## src/rtl/core/fbc_pkg.sv

```systemverilog
// fbc_pkg: shared constants, plane type and plane builder for the frustum box cull core
// depends on nothing; used by the box interface, the cells, the register block and the top level
`default_nettype none

package fbc_pkg;

  // default coordinate width, signed Q16.8
  localparam int COORD_WIDTH_DEF = 24;
  localparam int COORD_FRAC      = 8;

  // matrix entries are signed Q4.12, planes carry one extra bit for the exact sum
  localparam int ENTRY_W    = 16;
  localparam int PLANE_W    = ENTRY_W + 1;
  localparam int ROW_W      = 4 * ENTRY_W;
  localparam int NUM_ROWS   = 4;
  localparam int NUM_PLANES = 6;
  localparam int NUM_AXES   = 3;

  // configuration port
  localparam int CFG_DATA_W = ROW_W;
  localparam int CFG_ADDR_W = 5;
  localparam int REG_IDX_W  = 2;
  localparam int REG_LSB    = 3;

  localparam logic [REG_IDX_W-1:0] REG_ROW0 = 2'd0;
  localparam logic [REG_IDX_W-1:0] REG_ROW1 = 2'd1;
  localparam logic [REG_IDX_W-1:0] REG_ROW2 = 2'd2;
  localparam logic [REG_IDX_W-1:0] REG_ROW3 = 2'd3;

  // identity matrix after reset
  localparam logic [ROW_W-1:0] ROW0_RESET = 64'h0000_0000_0000_1000;
  localparam logic [ROW_W-1:0] ROW1_RESET = 64'h0000_0000_1000_0000;
  localparam logic [ROW_W-1:0] ROW2_RESET = 64'h0000_1000_0000_0000;
  localparam logic [ROW_W-1:0] ROW3_RESET = 64'h1000_0000_0000_0000;

  // one clip plane: normal components and offset, 12 fraction bits, two's complement
  typedef struct packed {
    logic [NUM_AXES-1:0][PLANE_W-1:0] n;
    logic [PLANE_W-1:0]               d;
  } plane_t;

  // plane = base row plus or minus another row, entry by entry
  function automatic plane_t plane_of(input logic [ROW_W-1:0] base,
                                      input logic [ROW_W-1:0] row,
                                      input logic             sub);
    plane_t             p;
    logic [PLANE_W-1:0] ea;
    logic [PLANE_W-1:0] eb;
    logic [PLANE_W-1:0] comp;
    p = '0;
    for (int k = 0; k < 4; k++) begin
      ea   = {base[k*ENTRY_W+ENTRY_W-1], base[k*ENTRY_W +: ENTRY_W]};
      eb   = {row[k*ENTRY_W+ENTRY_W-1], row[k*ENTRY_W +: ENTRY_W]};
      comp = sub ? (ea - eb) : (ea + eb);
      if (k < NUM_AXES) begin
        p.n[k] = comp;
      end else begin
        p.d = comp;
      end
    end
    return p;
  endfunction

endpackage

`default_nettype wire

```

## src/rtl/core/fbc_cfg_regs.sv

```systemverilog
// fbc_cfg_regs: apb-style register block holding the four view-projection matrix rows
// depends on fbc_pkg for widths, register indexes and reset values
`default_nettype none

module fbc_cfg_regs (
  input  wire logic                                            clk,
  input  wire logic                                            rst,
  input  wire logic                                            psel,
  input  wire logic                                            penable,
  input  wire logic                                            pwrite,
  input  wire logic [fbc_pkg::CFG_ADDR_W-1:0]                  paddr,
  input  wire logic [fbc_pkg::CFG_DATA_W-1:0]                  pwdata,
  output logic      [fbc_pkg::CFG_DATA_W-1:0]                  prdata,
  output logic                                                 pready,
  output logic      [fbc_pkg::NUM_ROWS-1:0][fbc_pkg::ROW_W-1:0] rows
);

  logic                          wr_en;
  logic [fbc_pkg::REG_IDX_W-1:0] reg_idx;

  // register index from the 8-byte aligned address
  assign reg_idx = paddr[fbc_pkg::CFG_ADDR_W-1:fbc_pkg::REG_LSB];
  assign wr_en   = psel & penable & pwrite;
  assign pready  = 1'b1;

  // matrix rows, identity after reset
  always_ff @(posedge clk) begin
    if (rst) begin
      rows[0] <= fbc_pkg::ROW0_RESET;
      rows[1] <= fbc_pkg::ROW1_RESET;
      rows[2] <= fbc_pkg::ROW2_RESET;
      rows[3] <= fbc_pkg::ROW3_RESET;
    end else if (wr_en) begin
      unique case (reg_idx)
        fbc_pkg::REG_ROW0: rows[0] <= pwdata;
        fbc_pkg::REG_ROW1: rows[1] <= pwdata;
        fbc_pkg::REG_ROW2: rows[2] <= pwdata;
        fbc_pkg::REG_ROW3: rows[3] <= pwdata;
        default: ;
      endcase
    end
  end

  // read mux
  always_comb begin
    unique case (reg_idx)
      fbc_pkg::REG_ROW0: prdata = rows[0];
      fbc_pkg::REG_ROW1: prdata = rows[1];
      fbc_pkg::REG_ROW2: prdata = rows[2];
      fbc_pkg::REG_ROW3: prdata = rows[3];
      default:           prdata = '0;
    endcase
  end

endmodule

`default_nettype wire

```

## config.mk

```make
export PLATFORM = sky130hd
export DESIGN_NAME = fbc_cfg_regs
export DESIGN_NICKNAME = d
export VERILOG_FILES = /design/src/rtl/core/fbc_pkg.sv /design/src/rtl/core/fbc_cfg_regs.sv
export SDC_FILE = /design/constraint.sdc
export NUM_CORES = 1
export LEC_CHECK = 0
export BUFFER_PORTS_ARGS = -buffer_cell sky130_fd_sc_hd__buf_2
export CORE_MARGIN = 10
export CORE_UTILIZATION = 50
export DETAILED_ROUTE_END_ITERATION = 16
export GPL_TIMING_DRIVEN = 0
export PLACE_DENSITY = 0.85
export SYNTH_ARGS = -nofsm -noshare
export SYNTH_HDL_FRONTEND = slang
export SYNTH_SLANG_ARGS = --single-unit
```

## constraint.sdc

```tcl
create_clock -name clk -period 1.9 [get_ports clk]
set_input_delay 0.19 -clock clk [delete_from_list [all_inputs] [get_ports clk]]
set_output_delay 0.19 -clock clk [all_outputs]
set_load 0.005 [all_outputs]
```

==> Yosys cells after proc, flatten, opt, wreduce, memory -nomap -nowiden <==
Index checks and enable logic that the tools add are counted.
{ "word_totals": {"reg_bits": 256, "output_inout_bits": 321} }
{ "classes": {"n_eq_ne": 3, "mux": 1, "bitwise_logic": 2, "reduce_logical": 5} }
{ "ops": {"columns": ["cell", "count"], "rows": [
  ["$pmux W64 S4", 1],
  ["$reduce_and A2 Y1", 4],
  ["$eq A2 B2 Y1 const B", 2],
  ["$and A1 B1 Y1", 2],
  ["$eq A2 B1 Y1 const B", 1],
  ["$logic_not A2 Y1", 1]
]} }

==> Longest topological paths before layout <==
{ "depth": {"depth_word": 3, "depth_mapped": 6, "mapped_depth_nobuf": 3} }

==> Worst setup path after synthesis <==
OpenSTA, ideal clock, no wires.
{ "synth_timing": {"kind": "input port to output port", "start": "input port paddr[3] in the netlist's numbering", "end": "output port prdata[37] in the netlist's numbering", "arrival_ps": 1302, "required_time_ps": 1710, "setup_slack_ps": 408, "stages": 4, "n_path_buf": 3, "path_cell_list": "buf_2 > buf_4 > buf_4 > mux4_2"} }
{ "synth_via": {"elab_chain_cells": 2} }
{ "synth_rtl": {"columns": ["item", "line", "source"], "rows": [
  ["from (decl)", "fbc_cfg_regs.sv:11", "input wire logic [fbc_pkg::CFG_ADDR_W-1:0] paddr,"],
  ["$eq A2 B2 Y1 (tied with other cells)", "fbc_cfg_regs.sv:46", "unique case (reg_idx)"],
  ["$pmux W64 S4 (*)", "fbc_cfg_regs.sv:46", null],
  ["to (decl)", "fbc_cfg_regs.sv:13", "output logic [fbc_pkg::CFG_DATA_W-1:0] prdata,"]
]} }
Mark *: on every way between the ends. The rest lies on a longest branch, timed or not.

==> Worst setup path in the final report <==
{ "layout_timing": {"start": "input port paddr[3] in the netlist's numbering", "end": "output port prdata[39] in the netlist's numbering"} }
Same word-level chain as after synthesis.

==> reports/metrics.csv <==
metric,value,unit
crit_arrival,1650,ps
required,1710,ps
fin_nets,1569,
layout_commonest_cell,buf_2,
cts_setup_buffers,0,
drc,0,
grt_util_all_layers,0.2583,
coreArea,22780,um2
antenna_found_initial,2,
setup_viol,0,
dp_hpwl,30.38,mm
ctsLongestPathBuffers,3,
grt_pass1_vias,10740,
critPathKind,in -> out,
yosys.area_share.simple,0.1768,
max_stage_delay,560,ps
maxSlewViolCount,0,
fin_crit_sh,0.9684,
gp_congestion,0.8670,
finalWirelength,40.62,mm
tritoncts.num_buffers,27,
largest_reg_flops,256,
yosysWarnings,0,
final_cell_mix,"buf_2, dfxtp_1, nand2b_1",
first_pass_iters,5,
max_freq,543.5,MHz
synth.distinct_cells,21,
initial_core_util,0.5111,
insertion_delay,520,ps
grt_pass1_wl,62.58,mm
clk_pin_slew_worst_paths,60,ps
tightest_slew,778.2,ps
cts_tree,yes,
postSynthAreaPerCell,10.92,um2
status,completed,
reg_top3,rows: 256 flops,
core.rowCount,55,
p_total,0.01188,W
largest-register,rows,
drt_iter0_drc,806,
die_h,172.6,um
dp_slack,-399.2,ps
layout-drive-gt1-share,0.3547,
path_max_fanout,10,
syn_area,11640,um2
skew,0,ps
hold_viol_final,0,
vdd_drop_max,0.5758,mV
worstPathCellList,buf_2 -> buf_12 -> buf_12 -> buf_8 -> mux4_2 -> buf_2,
drv_cap,0,
final_cells,1829,
cp-start-kind,input port,
drtAntennaViolNets,0,
crit_family,buffers and inverters,
io_buffers,389,
die_area,29790,um2
io_pins,395,
finalCriticalPeriod,1840,ps
synthMuxAreaShare,0.2898,
clock_sinks,256,
rsz0062_at_grt,false,
htree_levels,1,
crit_path_end_kind,output pin,
n_fill_cell,1765,
wire_per_inst,22.21,um
synth_adder_area_share,0,
die_w,172.6,um
num_vias,10110,
cts-root-buf,clkbuf_16,
synth-seq-area-share,0.4402,
layout_setup_ws,60.02,ps
synth_compound_area_frac,0.05417,
min_path_type,in -> reg,
synth_top_family_by_area,multiplexers,
syn_inst,1066,
grt.overflow.total,0,
synth_xor_area_frac,0,
avgViaCountPerCell,5.525,
p_leak,7.342,nW
hold-worst-slack,2.091,ps
relSlewSlack,0.4812,
crit_slowest_cell,mux4_2,
syn2layout_area_growth,29.43,%
grt_start_max_net_pins,15,
p_per_area,788.5,nW/um2
ys_seq_elements,256,
place_inst,1768,
syn-num-nets,1140,
crit_buf_inv,5,
-- per-layer routing --
metal | up-vias | share of wire | wire (um) | global-route usage
met4 | 0 | 0.038 | 1548 | 0.1018
met2 | 498 | 0.49 | 19940 | 0.4496
met5 | - | 0 | 0 | 0
li1 | 4550 | - | - | -
met1 | 4954 | 0.39 | 16020 | 0.3007
met3 | 104 | 0.077 | 3116 | 0.05990
-- synth_stat cells, drive strengths merged --
cell | instances | area [um2]
or3 | 2 | 12.51
nand3 | 1 | 5.000
buf | 38 | 240.2
nor2 | 8 | 30.03
conb | 1 | 3.750
clkbuf | 55 | 206.5
o21ai | 126 | 630.6
or2 | 1 | 6.260
nor3 | 2 | 15.01
nand4 | 1 | 6.260
nor2b | 63 | 394.1
mux4 | 64 | 1441
dfxtp | 256 | 5125
mux2i | 193 | 1932
nand2b | 254 | 1589
inv | 1 | 3.750
-- what timing repair did --
| item | CTS | global route |
|---|---|---|
| gates resized for setup | 15 | 4 |
| setup endpoints to repair | 64 | 25 |
| endpoints found under the hold margin | 19 | 0 |
| hold buffers | 11 | 0 |
-- path summary, 6_finish.rpt --
| kind | startpoint | to | slack, ps | depth (start not counted) |
|---|---|---|---|---|
| worst max-delay path | paddr[3] | prdata[39] | 60 | 6 |
| worst min-delay path | pwdata[49] | rows[241]$_SDFFE_PP0P_ | 2 | 3 |
| worst max register to register | rows[178]$_SDFFE_PP0P_ | rows[178]$_SDFFE_PP0P_ | 1060 | 3 |
| worst min register to register | rows[63]$_SDFFE_PP0P_ | rows[63]$_SDFFE_PP0P_ | 490 | 2 |
-- cells by family after synthesis --
logic type	Yosys count
buf+inv	94
flops	256
simple gates	332
compound gates	126
other cells	1
mux	257
-- tightest hold or removal path: stages --
cell and delay [ps]:
buf_2 70, nand2b_1 90, mux2i_1 130
-- power by group --
part,switching (W),total [W],internal (W)
logic,0.000509,0.000926,0.000417
clock network,0.00219,0.00546,0.00326
registers,0.0000615,0.00550,0.00544
total,0.00276,0.0119,0.00912
-- layout make-up --
type / count / area [um2] / area share
multi-input combinational: 716 / 6066 / 0.4026
sequential: 256 / 5125 / 0.3401
timing repair buffer: 400 / 2057 / 0.1365
clock buffer: 33 / 728.2 / 0.04833
buffer: 93 / 505.5 / 0.03355
tap: 313 / 391.6 / 0.02599
clock inverter: 15 / 185.2 / 0.01229
antenna: 2 / 5.005 / 0.0003322
inverter: 1 / 3.754 / 0.0002491
-- metrics by stage --
step / util / setup TNS (ps) / area (um2)
3_3_place_gp: 0.6137 / -14080 / 13980
4_1_cts: 0.6605 / 0 / 15050
2_1_floorplan: - / 0 / 11640
5_1_grt: 0.6614 / 0 / 15060
6_report: 0.6615 / 0 / 15070
3_5_place_dp: 0.6137 / -13970 / 13980
Note: power is estimated with default switching activity, not from simulation.
