$ cat config.mk
export PLATFORM = sky130hd
export DESIGN_NAME = fbc_cell
export DESIGN_NICKNAME = d
export VERILOG_FILES = /design/src/rtl/core/fbc_pkg.sv /design/src/rtl/core/fbc_cell.sv
export SDC_FILE = /design/constraint.sdc
export NUM_CORES = 2
export LEC_CHECK = 0
export BUFFER_PORTS_ARGS = -buffer_cell sky130_fd_sc_hd__buf_2
export CAP_MARGIN = 15
export CORE_UTILIZATION = 30
export CTS_BUF_LIST = sky130_fd_sc_hd__clkbuf_16
export DETAILED_ROUTE_END_ITERATION = 10
export PLACE_DENSITY = 0.52
export SYNTH_ARGS = -nofsm -noshare
export SYNTH_HDL_FRONTEND = slang
export SYNTH_SLANG_ARGS = --single-unit
$ cat constraint.sdc
create_clock -name clk -period 10.4 [get_ports clk]
set_input_delay 2.08 -clock clk [delete_from_list [all_inputs] [get_ports clk]]
set_output_delay 2.08 -clock clk [all_outputs]
set_load 0.01 [all_outputs]
$ cat src/rtl/core/fbc_pkg.sv
// fbc_pkg: shared constants, plane type and plane builder for the frustum box cull core
// depends on nothing; used by the box interface, the cells, the register block and the top level
`default_nettype none

package fbc_pkg;

  // default coordinate width, signed Q16.8
  localparam int COORD_WIDTH_DEF = 24;
  localparam int COORD_FRAC      = 8;

  // matrix entries are signed Q4.12, planes carry one extra bit for the exact sum
  localparam int ENTRY_W    = 16;
  localparam int PLANE_W    = ENTRY_W + 1;
  localparam int ROW_W      = 4 * ENTRY_W;
  localparam int NUM_ROWS   = 4;
  localparam int NUM_PLANES = 6;
  localparam int NUM_AXES   = 3;

  // configuration port
  localparam int CFG_DATA_W = ROW_W;
  localparam int CFG_ADDR_W = 5;
  localparam int REG_IDX_W  = 2;
  localparam int REG_LSB    = 3;

  localparam logic [REG_IDX_W-1:0] REG_ROW0 = 2'd0;
  localparam logic [REG_IDX_W-1:0] REG_ROW1 = 2'd1;
  localparam logic [REG_IDX_W-1:0] REG_ROW2 = 2'd2;
  localparam logic [REG_IDX_W-1:0] REG_ROW3 = 2'd3;

  // identity matrix after reset
  localparam logic [ROW_W-1:0] ROW0_RESET = 64'h0000_0000_0000_1000;
  localparam logic [ROW_W-1:0] ROW1_RESET = 64'h0000_0000_1000_0000;
  localparam logic [ROW_W-1:0] ROW2_RESET = 64'h0000_1000_0000_0000;
  localparam logic [ROW_W-1:0] ROW3_RESET = 64'h1000_0000_0000_0000;

  // one clip plane: normal components and offset, 12 fraction bits, two's complement
  typedef struct packed {
    logic [NUM_AXES-1:0][PLANE_W-1:0] n;
    logic [PLANE_W-1:0]               d;
  } plane_t;

  // plane = base row plus or minus another row, entry by entry
  function automatic plane_t plane_of(input logic [ROW_W-1:0] base,
                                      input logic [ROW_W-1:0] row,
                                      input logic             sub);
    plane_t             p;
    logic [PLANE_W-1:0] ea;
    logic [PLANE_W-1:0] eb;
    logic [PLANE_W-1:0] comp;
    p = '0;
    for (int k = 0; k < 4; k++) begin
      ea   = {base[k*ENTRY_W+ENTRY_W-1], base[k*ENTRY_W +: ENTRY_W]};
      eb   = {row[k*ENTRY_W+ENTRY_W-1], row[k*ENTRY_W +: ENTRY_W]};
      comp = sub ? (ea - eb) : (ea + eb);
      if (k < NUM_AXES) begin
        p.n[k] = comp;
      end else begin
        p.d = comp;
      end
    end
    return p;
  endfunction

endpackage

`default_nettype wire

$ cat src/rtl/core/fbc_cell.sv
// fbc_cell: one clip-plane test cell, two stages, box and running verdict handed to the next cell
// depends on fbc_pkg for the plane type and fixed-point constants
`default_nettype none

module fbc_cell #(
  parameter  int COORD_WIDTH = fbc_pkg::COORD_WIDTH_DEF,
  localparam int BoxW        = 6 * COORD_WIDTH + 1
) (
  input  wire logic            clk,
  input  wire logic            rst,
  input  wire fbc_pkg::plane_t plane_in,
  input  wire logic            in_valid,
  output logic                 in_ready,
  input  wire logic [BoxW-1:0] box_in,
  input  wire logic            vis_in,
  output logic                 out_valid,
  input  wire logic            out_ready,
  output logic      [BoxW-1:0] box_out,
  output logic                 vis_out
);

  localparam int PlaneW = fbc_pkg::PLANE_W;
  localparam int ProdW  = PlaneW + COORD_WIDTH;
  localparam int DtermW = PlaneW + fbc_pkg::COORD_FRAC;
  localparam int SumW   = ProdW + 2;
  localparam int Axes   = fbc_pkg::NUM_AXES;

  fbc_pkg::plane_t                plane_q;
  logic                           v1;
  logic                           v2;
  logic [BoxW-1:0]                box1;
  logic [BoxW-1:0]                box2;
  logic                           vis1;
  logic                           vis2;
  logic                           load1;
  logic                           load2;
  logic signed [ProdW-1:0]        prod_next [Axes];
  logic signed [ProdW-1:0]        prod2 [Axes];
  logic signed [DtermW-1:0]       dterm;
  logic signed [SumW-1:0]         plane_dist;

  // stall chain: a stage loads when empty or when it moves on
  assign load2    = ~v2 | out_ready;
  assign load1    = ~v1 | load2;
  assign in_ready = load1;

  // valid bits
  always_ff @(posedge clk) begin
    if (rst) begin
      v1 <= 1'b0;
      v2 <= 1'b0;
    end else begin
      if (load1) begin
        v1 <= in_valid;
      end
      if (load2) begin
        v2 <= v1;
      end
    end
  end

  // local copy of this cell's plane
  always_ff @(posedge clk) begin
    plane_q <= plane_in;
  end

  // positive vertex per axis and its product with the normal component
  always_comb begin
    logic signed [ProdW-1:0] n_ext;
    logic signed [ProdW-1:0] c_ext;
    logic [COORD_WIDTH-1:0]  coord;
    for (int k = 0; k < Axes; k++) begin
      coord = plane_q.n[k][PlaneW-1] ? box1[k*COORD_WIDTH +: COORD_WIDTH]
                                     : box1[(k+3)*COORD_WIDTH +: COORD_WIDTH];
      n_ext = {{COORD_WIDTH{plane_q.n[k][PlaneW-1]}}, plane_q.n[k]};
      c_ext = {{PlaneW{coord[COORD_WIDTH-1]}}, coord};
      prod_next[k] = n_ext * c_ext;
    end
  end

  // stage payload
  always_ff @(posedge clk) begin
    if (load1) begin
      box1 <= box_in;
      vis1 <= vis_in;
    end
    if (load2) begin
      box2 <= box1;
      vis2 <= vis1;
      for (int k = 0; k < Axes; k++) begin
        prod2[k] <= prod_next[k];
      end
    end
  end

  // signed distance of the positive vertex, offset scaled to product fraction bits
  assign dterm      = {plane_q.d, {fbc_pkg::COORD_FRAC{1'b0}}};
  assign plane_dist = SumW'(prod2[0]) + SumW'(prod2[1]) + SumW'(prod2[2]) + SumW'(dterm);

  // an invalid box keeps its verdict, otherwise a negative distance culls it
  assign out_valid = v2;
  assign box_out   = box2;
  assign vis_out   = vis2 & (~box2[BoxW-1] | ~plane_dist[SumW-1]);

endmodule

`default_nettype wire

After elaboration in Yosys (flattened, before gate mapping)
Memories as Yosys holds them, arrays and structs flattened.
Cells that the tools add are included.
W data, S select, Z words.
{"block": "totals", "register_bits": 362, "mem_bits_rw": 123, "input_bits": 218, "out_inout_bits": 148, "word_cells": 30, "memories": 1}
{"memory": "prod2", "depth": 3, "width": 41, "rd": 3, "rd_clocked_by_memory_dff": 0, "wr": 3, "line": "fbc_cell.sv:38", "source": "logic signed [ProdW-1:0] prod2 [Axes];"}
{"block": "classes", "addsub": 3, "multipliers": 3, "muxes": 5, "bitwise_logic": 8}
{"cell": "$mul A17 B24 Y41", "n": 3}
{"cell": "$mux W24", "n": 3}
{"cell": "$add A42 B41 Y43", "n": 1}
{"cell": "$add A43 B25 Y43", "n": 1}
{"cell": "$add A41 B41 Y42", "n": 1}
{"cell": "$not A1 Y1", "n": 4}
{"cell": "$or A1 B1 Y1", "n": 3}
{"cell": "$mux W1", "n": 2}
{"cell": "$and A1 B1 Y1", "n": 1}

Longest topological paths before layout
An unclocked memory read counts as a cell.
{"block": "depth", "ltp_word": 7, "ltp_mapped": 28}

Least setup slack after synthesis
OpenSTA, ideal clock, no wires.
{"block": "synth_timing", "path_kind": "input to register", "startpoint": "in out_ready", "endpoint": "reg box2[0], in the netlist box_out[0] (enable)", "setup_time_ns": 0.620, "arrival_ns": 7.350, "required_ns": 9.780, "path_slack_ns": 2.429, "stages": 2, "cell_sequence": "nor2b_1 > inv_1"}
{"block": "synth_between", "elab_chain_len": 1}
{"item": "from (decl)", "line": "fbc_cell.sv:17", "source": "input wire logic out_ready,"}
{"item": "$or A1 B1 Y1", "line": "fbc_cell.sv:43", "source": "assign load2 = ~v2 | out_ready;"}
{"item": "net load2", "line": "fbc_cell.sv:36", "source": "logic load2;"}
{"item": "to (signal assigned)", "line": "fbc_cell.sv:88", "source": "box2 <= box1;"}
{"item": "to (decl)", "line": "fbc_cell.sv:32", "source": "logic [BoxW-1:0] box2;"}
The timed path passes the listed nets, and every way through them passes these cells.
A chain may end at the register's enable or synchronous reset.

==> results.py <==
metrics = {
    "run_status": {
        "outcome": "finished with violations",
        "violations": "DRC",
    },
    "placement": {
        "preCtsSetupSlack_ns": 2.45,
        "place.gp.congestion": 0.827,
        "place.detailed.hpwl_um": 126000,
        "placed_cells": 8399,
        "place_area_um2": 65100,
        "io_buffer_count": 365,
    },
    "timing": {
        "rsz0062_at_grt": "no",
        "hold_viol_final": 0,
        "setup_viol": 0,
        "slew_violations": 0,
        "clock_skew_ns": 0.0469,
        "period_minus_slack_ns": 7.99,
        "post-route-period-util_pct": 76.8,
        "fmaxAchievable_ghz": 0.125,
        "fin_ws_ns": 2.41,
        "relSlewSlack_pct": 18.7,
        "tightest_slew_ns": 1.22,
        "setup-tns-final_ns": 0,
    },
    "setup_path": {
        "ff2ff_setup_slack_ns": 2.41,
        "critPathKind": "flip-flop to flip-flop",
        "r2r_cells": 21,
        "critPathMaxFanout": 31,
        "critPathLaunch": "plane_q[67]",
        "cp-end-kind": "flip-flop",
        "cp.arrival_ns": 8.39,
        "crit_required_ns": 10.80,
        "critPathLaunchType": "flip-flop",
        "worstReg2RegStart": "plane_q[67]",
        "r2r_end": "prod2[0][111]",
    },
    "worst_hold_path": {
        "hp-class": "flip-flop to flip-flop",
        "hold_depth": 0,
        "hold_start": "box1[144]",
        "holdPathEnd": "box_out[144]",
    },
    "clocking": {
        "cts_tree": "built",
        "insertion_delay_ns": 0.73,
        "clkTransAtPathRegs_ns": 0.07,
        "clk_root_buffer_cell": "clkbuf_16",
        "numCtsBuffers": 58,
        "htreeDepth": 2,
        "clock-sinks": 485,
        "clockBufferDepth": 3,
        "postCtsResizedCells": 0,
        "ctsHoldBuffers": 0,
        "post_cts_buffers": 0,
    },
    "global_route": {
        "grt_overflow": 0,
        "grt_antenna_before_repair": 13,
        "grt_pass1_wl_um": 249000,
        "grt_max_degree": 95,
        "groute.usage.overall_pct": 15.8,
        "grt_pass1_vias": 42849,
    },
    "detailed_routing": {
        "drc": 40,
        "wire_per_inst_um": 18.3,
        "totalWireLength_um": 156000,
        "ant_nets": 0,
        "detail_route.vias_per_cell": 4.50,
        "first_pass_iters": 8,
        "drtIter0Drc": 1831,
        "vias": 38337,
    },
    "flow_run": {
        "cap_violations": 0,
    },
    "cells_and_area": {
        "instances_no_fill": 8520,
        "drive_gt1_share_pct": 9.85,
        "final_nets": 7645,
        "final_area_um2": 67100,
        "area_delta_synth_final_pct": 11.2,
    },
    "yosys": {
        "synth-compound-area-share_pct": 3.67,
        "synth_xor_area_share_pct": 1.80,
        "ys_types": 74,
        "synth_seq_cells": 485,
        "syn_nets": 7381,
        "synthSimpleGateAreaFrac_pct": 11.8,
        "synthArstFlopShare_pct": 0,
        "yosysWarnings": 0,
        "synth_mux_area_share_pct": 1.34,
        "yosysSeqAreaShare_pct": 23.0,
        "synth_flop_cell": "edfxtp_1",
        "postSynthAreaPerCell_um2": 10.9,
        "syn_area_um2": 60400,
        "synth_top_family_by_area": "adder cells",
        "syn_inst": 5543,
        "synth_fa_ha_area_share_pct": 49.5,
        "synth_edf_count": 415,
    },
    "die": {
        "fp.dieH_um": 451,
        "dieArea_um2": 203000,
        "coreArea_um2": 200000,
        "initial_core_util_pct": 30.2,
        "fp.dieW_um": 451,
        "ioPinCount": 366,
        "fp-row-count": 164,
    },
}
-- logic make-up after synthesis --
group                    after synthesis
multiplexers                          72
AO/OA/AOI/OAI                        341
adder cells (fa/ha/maj)             1620
buffers and inverters               1441
XOR/XNOR                             124
AND/OR/NAND/NOR                     1460
flip-flops                           485
-- cell type report --
class | count | area (µm²)
sequential | 485 | 13900
clock buffer | 58 | 1450
clock inverter | 52 | 455
antenna | 7 | 17.5
inverter | 1245 | 4680
fill | 20447 | 133000
multi-input combinational | 3617 | 41100
tap | 2656 | 3320
timing repair buffer | 400 | 2210
-- metal layers --
| layer | vias up | share of wire (%) | track usage, % |
|---|---|---|---|
| met4 | 6 | 2.2 | 3.60 |
| met3 | 164 | 4.0 | 2.19 |
| met1 | 20249 | 43 | 20.7 |
| met5 | - | 0.022 | 0 |
| met2 | 662 | 51 | 27.6 |
| li1 | 17256 | - | - |
-- sequential cells by signal (all words and copies together), names as in the netlist --
name and count:
plane_q 51, vis2 1, dterm 17, v1 1, vis1 1, box1 145
out_valid 1, prod2 123, box_out 145
-- metrics by stage --
stage	util, %	hold WS, ns
2_1_floorplan	-	0.400
3_3_place_gp	32.5	0.401
3_5_place_dp	32.6	0.411
4_1_cts	33.5	0.444
5_1_grt	33.6	0.449
6_report	33.6	0.429
-- worst max path at each step --
| stage | endpoint | slack, ns | cells after the start |
|---|---|---|---|
| 2_1_floorplan | box_out[0] | 2.43 | 2 |
| 3_5_place_dp | prod2[0][111] | 2.45 | 21 |
| 4_1_cts | prod2[0][111] | 2.42 | 21 |
| 3_3_place_gp | prod2[0][111] | 2.55 | 21 |
| 5_1_grt | prod2[0][121] | 2.00 | 22 |
| 6_report | prod2[0][111] | 2.41 | 21 |
-- worst max-delay path, stage by stage, from the launching register on --
cell,delay (ns)
dfxtp_2,0.92
mux2_2,0.62
and2_1,0.27
fa_1,0.53
inv_1,0.05
fa_1,0.48
fa_1,0.52
inv_1,0.05
fa_1,0.50
fa_1,0.50
inv_1,0.05
fa_1,0.47
inv_1,0.04
ha_1,0.33
and3_1,0.20
o2111a_1,0.19
o21ai_0,0.17
a211o_1,0.39
a21oi_1,0.33
o21ai_0,0.16
a211oi_1,0.54
o311ai_0,0.29
-- cells in the mapped netlist, types with 6 or more instances --
| cell | count | area (µm²) |
|---|---|---|
| a211oi_1 | 17 | 128 |
| nor3_1 | 16 | 80.1 |
| a211o_1 | 7 | 61.3 |
| and3_1 | 10 | 62.6 |
| nor2_1 | 123 | 462 |
| and2_1 | 481 | 3010 |
| nand2_1 | 676 | 2540 |
| a21oi_1 | 116 | 581 |
| edfxtp_1 | 415 | 12500 |
| xor2_1 | 26 | 228 |
| fa_1 | 1277 | 25600 |
| nand4_1 | 10 | 62.6 |
| buf_1 | 8 | 30.0 |
| nand2b_1 | 37 | 231 |
| or3_1 | 8 | 50.1 |
| a21o_1 | 45 | 338 |
| mux2_2 | 69 | 777 |
| clkbuf_1 | 184 | 691 |
| xnor2_1 | 98 | 858 |
| ha_1 | 343 | 4290 |
| nand3_1 | 25 | 125 |
| o21a_1 | 15 | 113 |
| o31ai_1 | 6 | 45.0 |
| a21boi_0 | 7 | 52.6 |
| a31oi_1 | 10 | 62.6 |
| nor2b_1 | 53 | 332 |
| o21ai_0 | 54 | 270 |
| o211ai_1 | 10 | 75.1 |
| inv_1 | 1243 | 4670 |
| dfxtp_1 | 70 | 1400 |
-- layout by cell type, fill, tap and decap left out, types with 45 or more instances in the layout --
| cell type | netlist | final |
|---|---|---|
| a21o_1 | 45 | 45 |
| a21oi_1 | 116 | 116 |
| and2_1 | 481 | 481 |
| buf_2 | 2 | 365 |
| clkbuf_16 | 0 | 58 |
| dfxtp_1 | 70 | 69 |
| edfxtp_1 | 415 | 415 |
| fa_1 | 1277 | 1277 |
| ha_1 | 343 | 343 |
| inv_1 | 1243 | 1254 |
| mux2_2 | 69 | 69 |
| nand2_1 | 676 | 675 |
| nor2_1 | 123 | 123 |
| nor2b_1 | 53 | 53 |
| o21ai_0 | 54 | 54 |
| xnor2_1 | 98 | 98 |
Power is not shown: default switching activity piles up to over one toggle a cycle in this logic, so the estimate is an artifact.
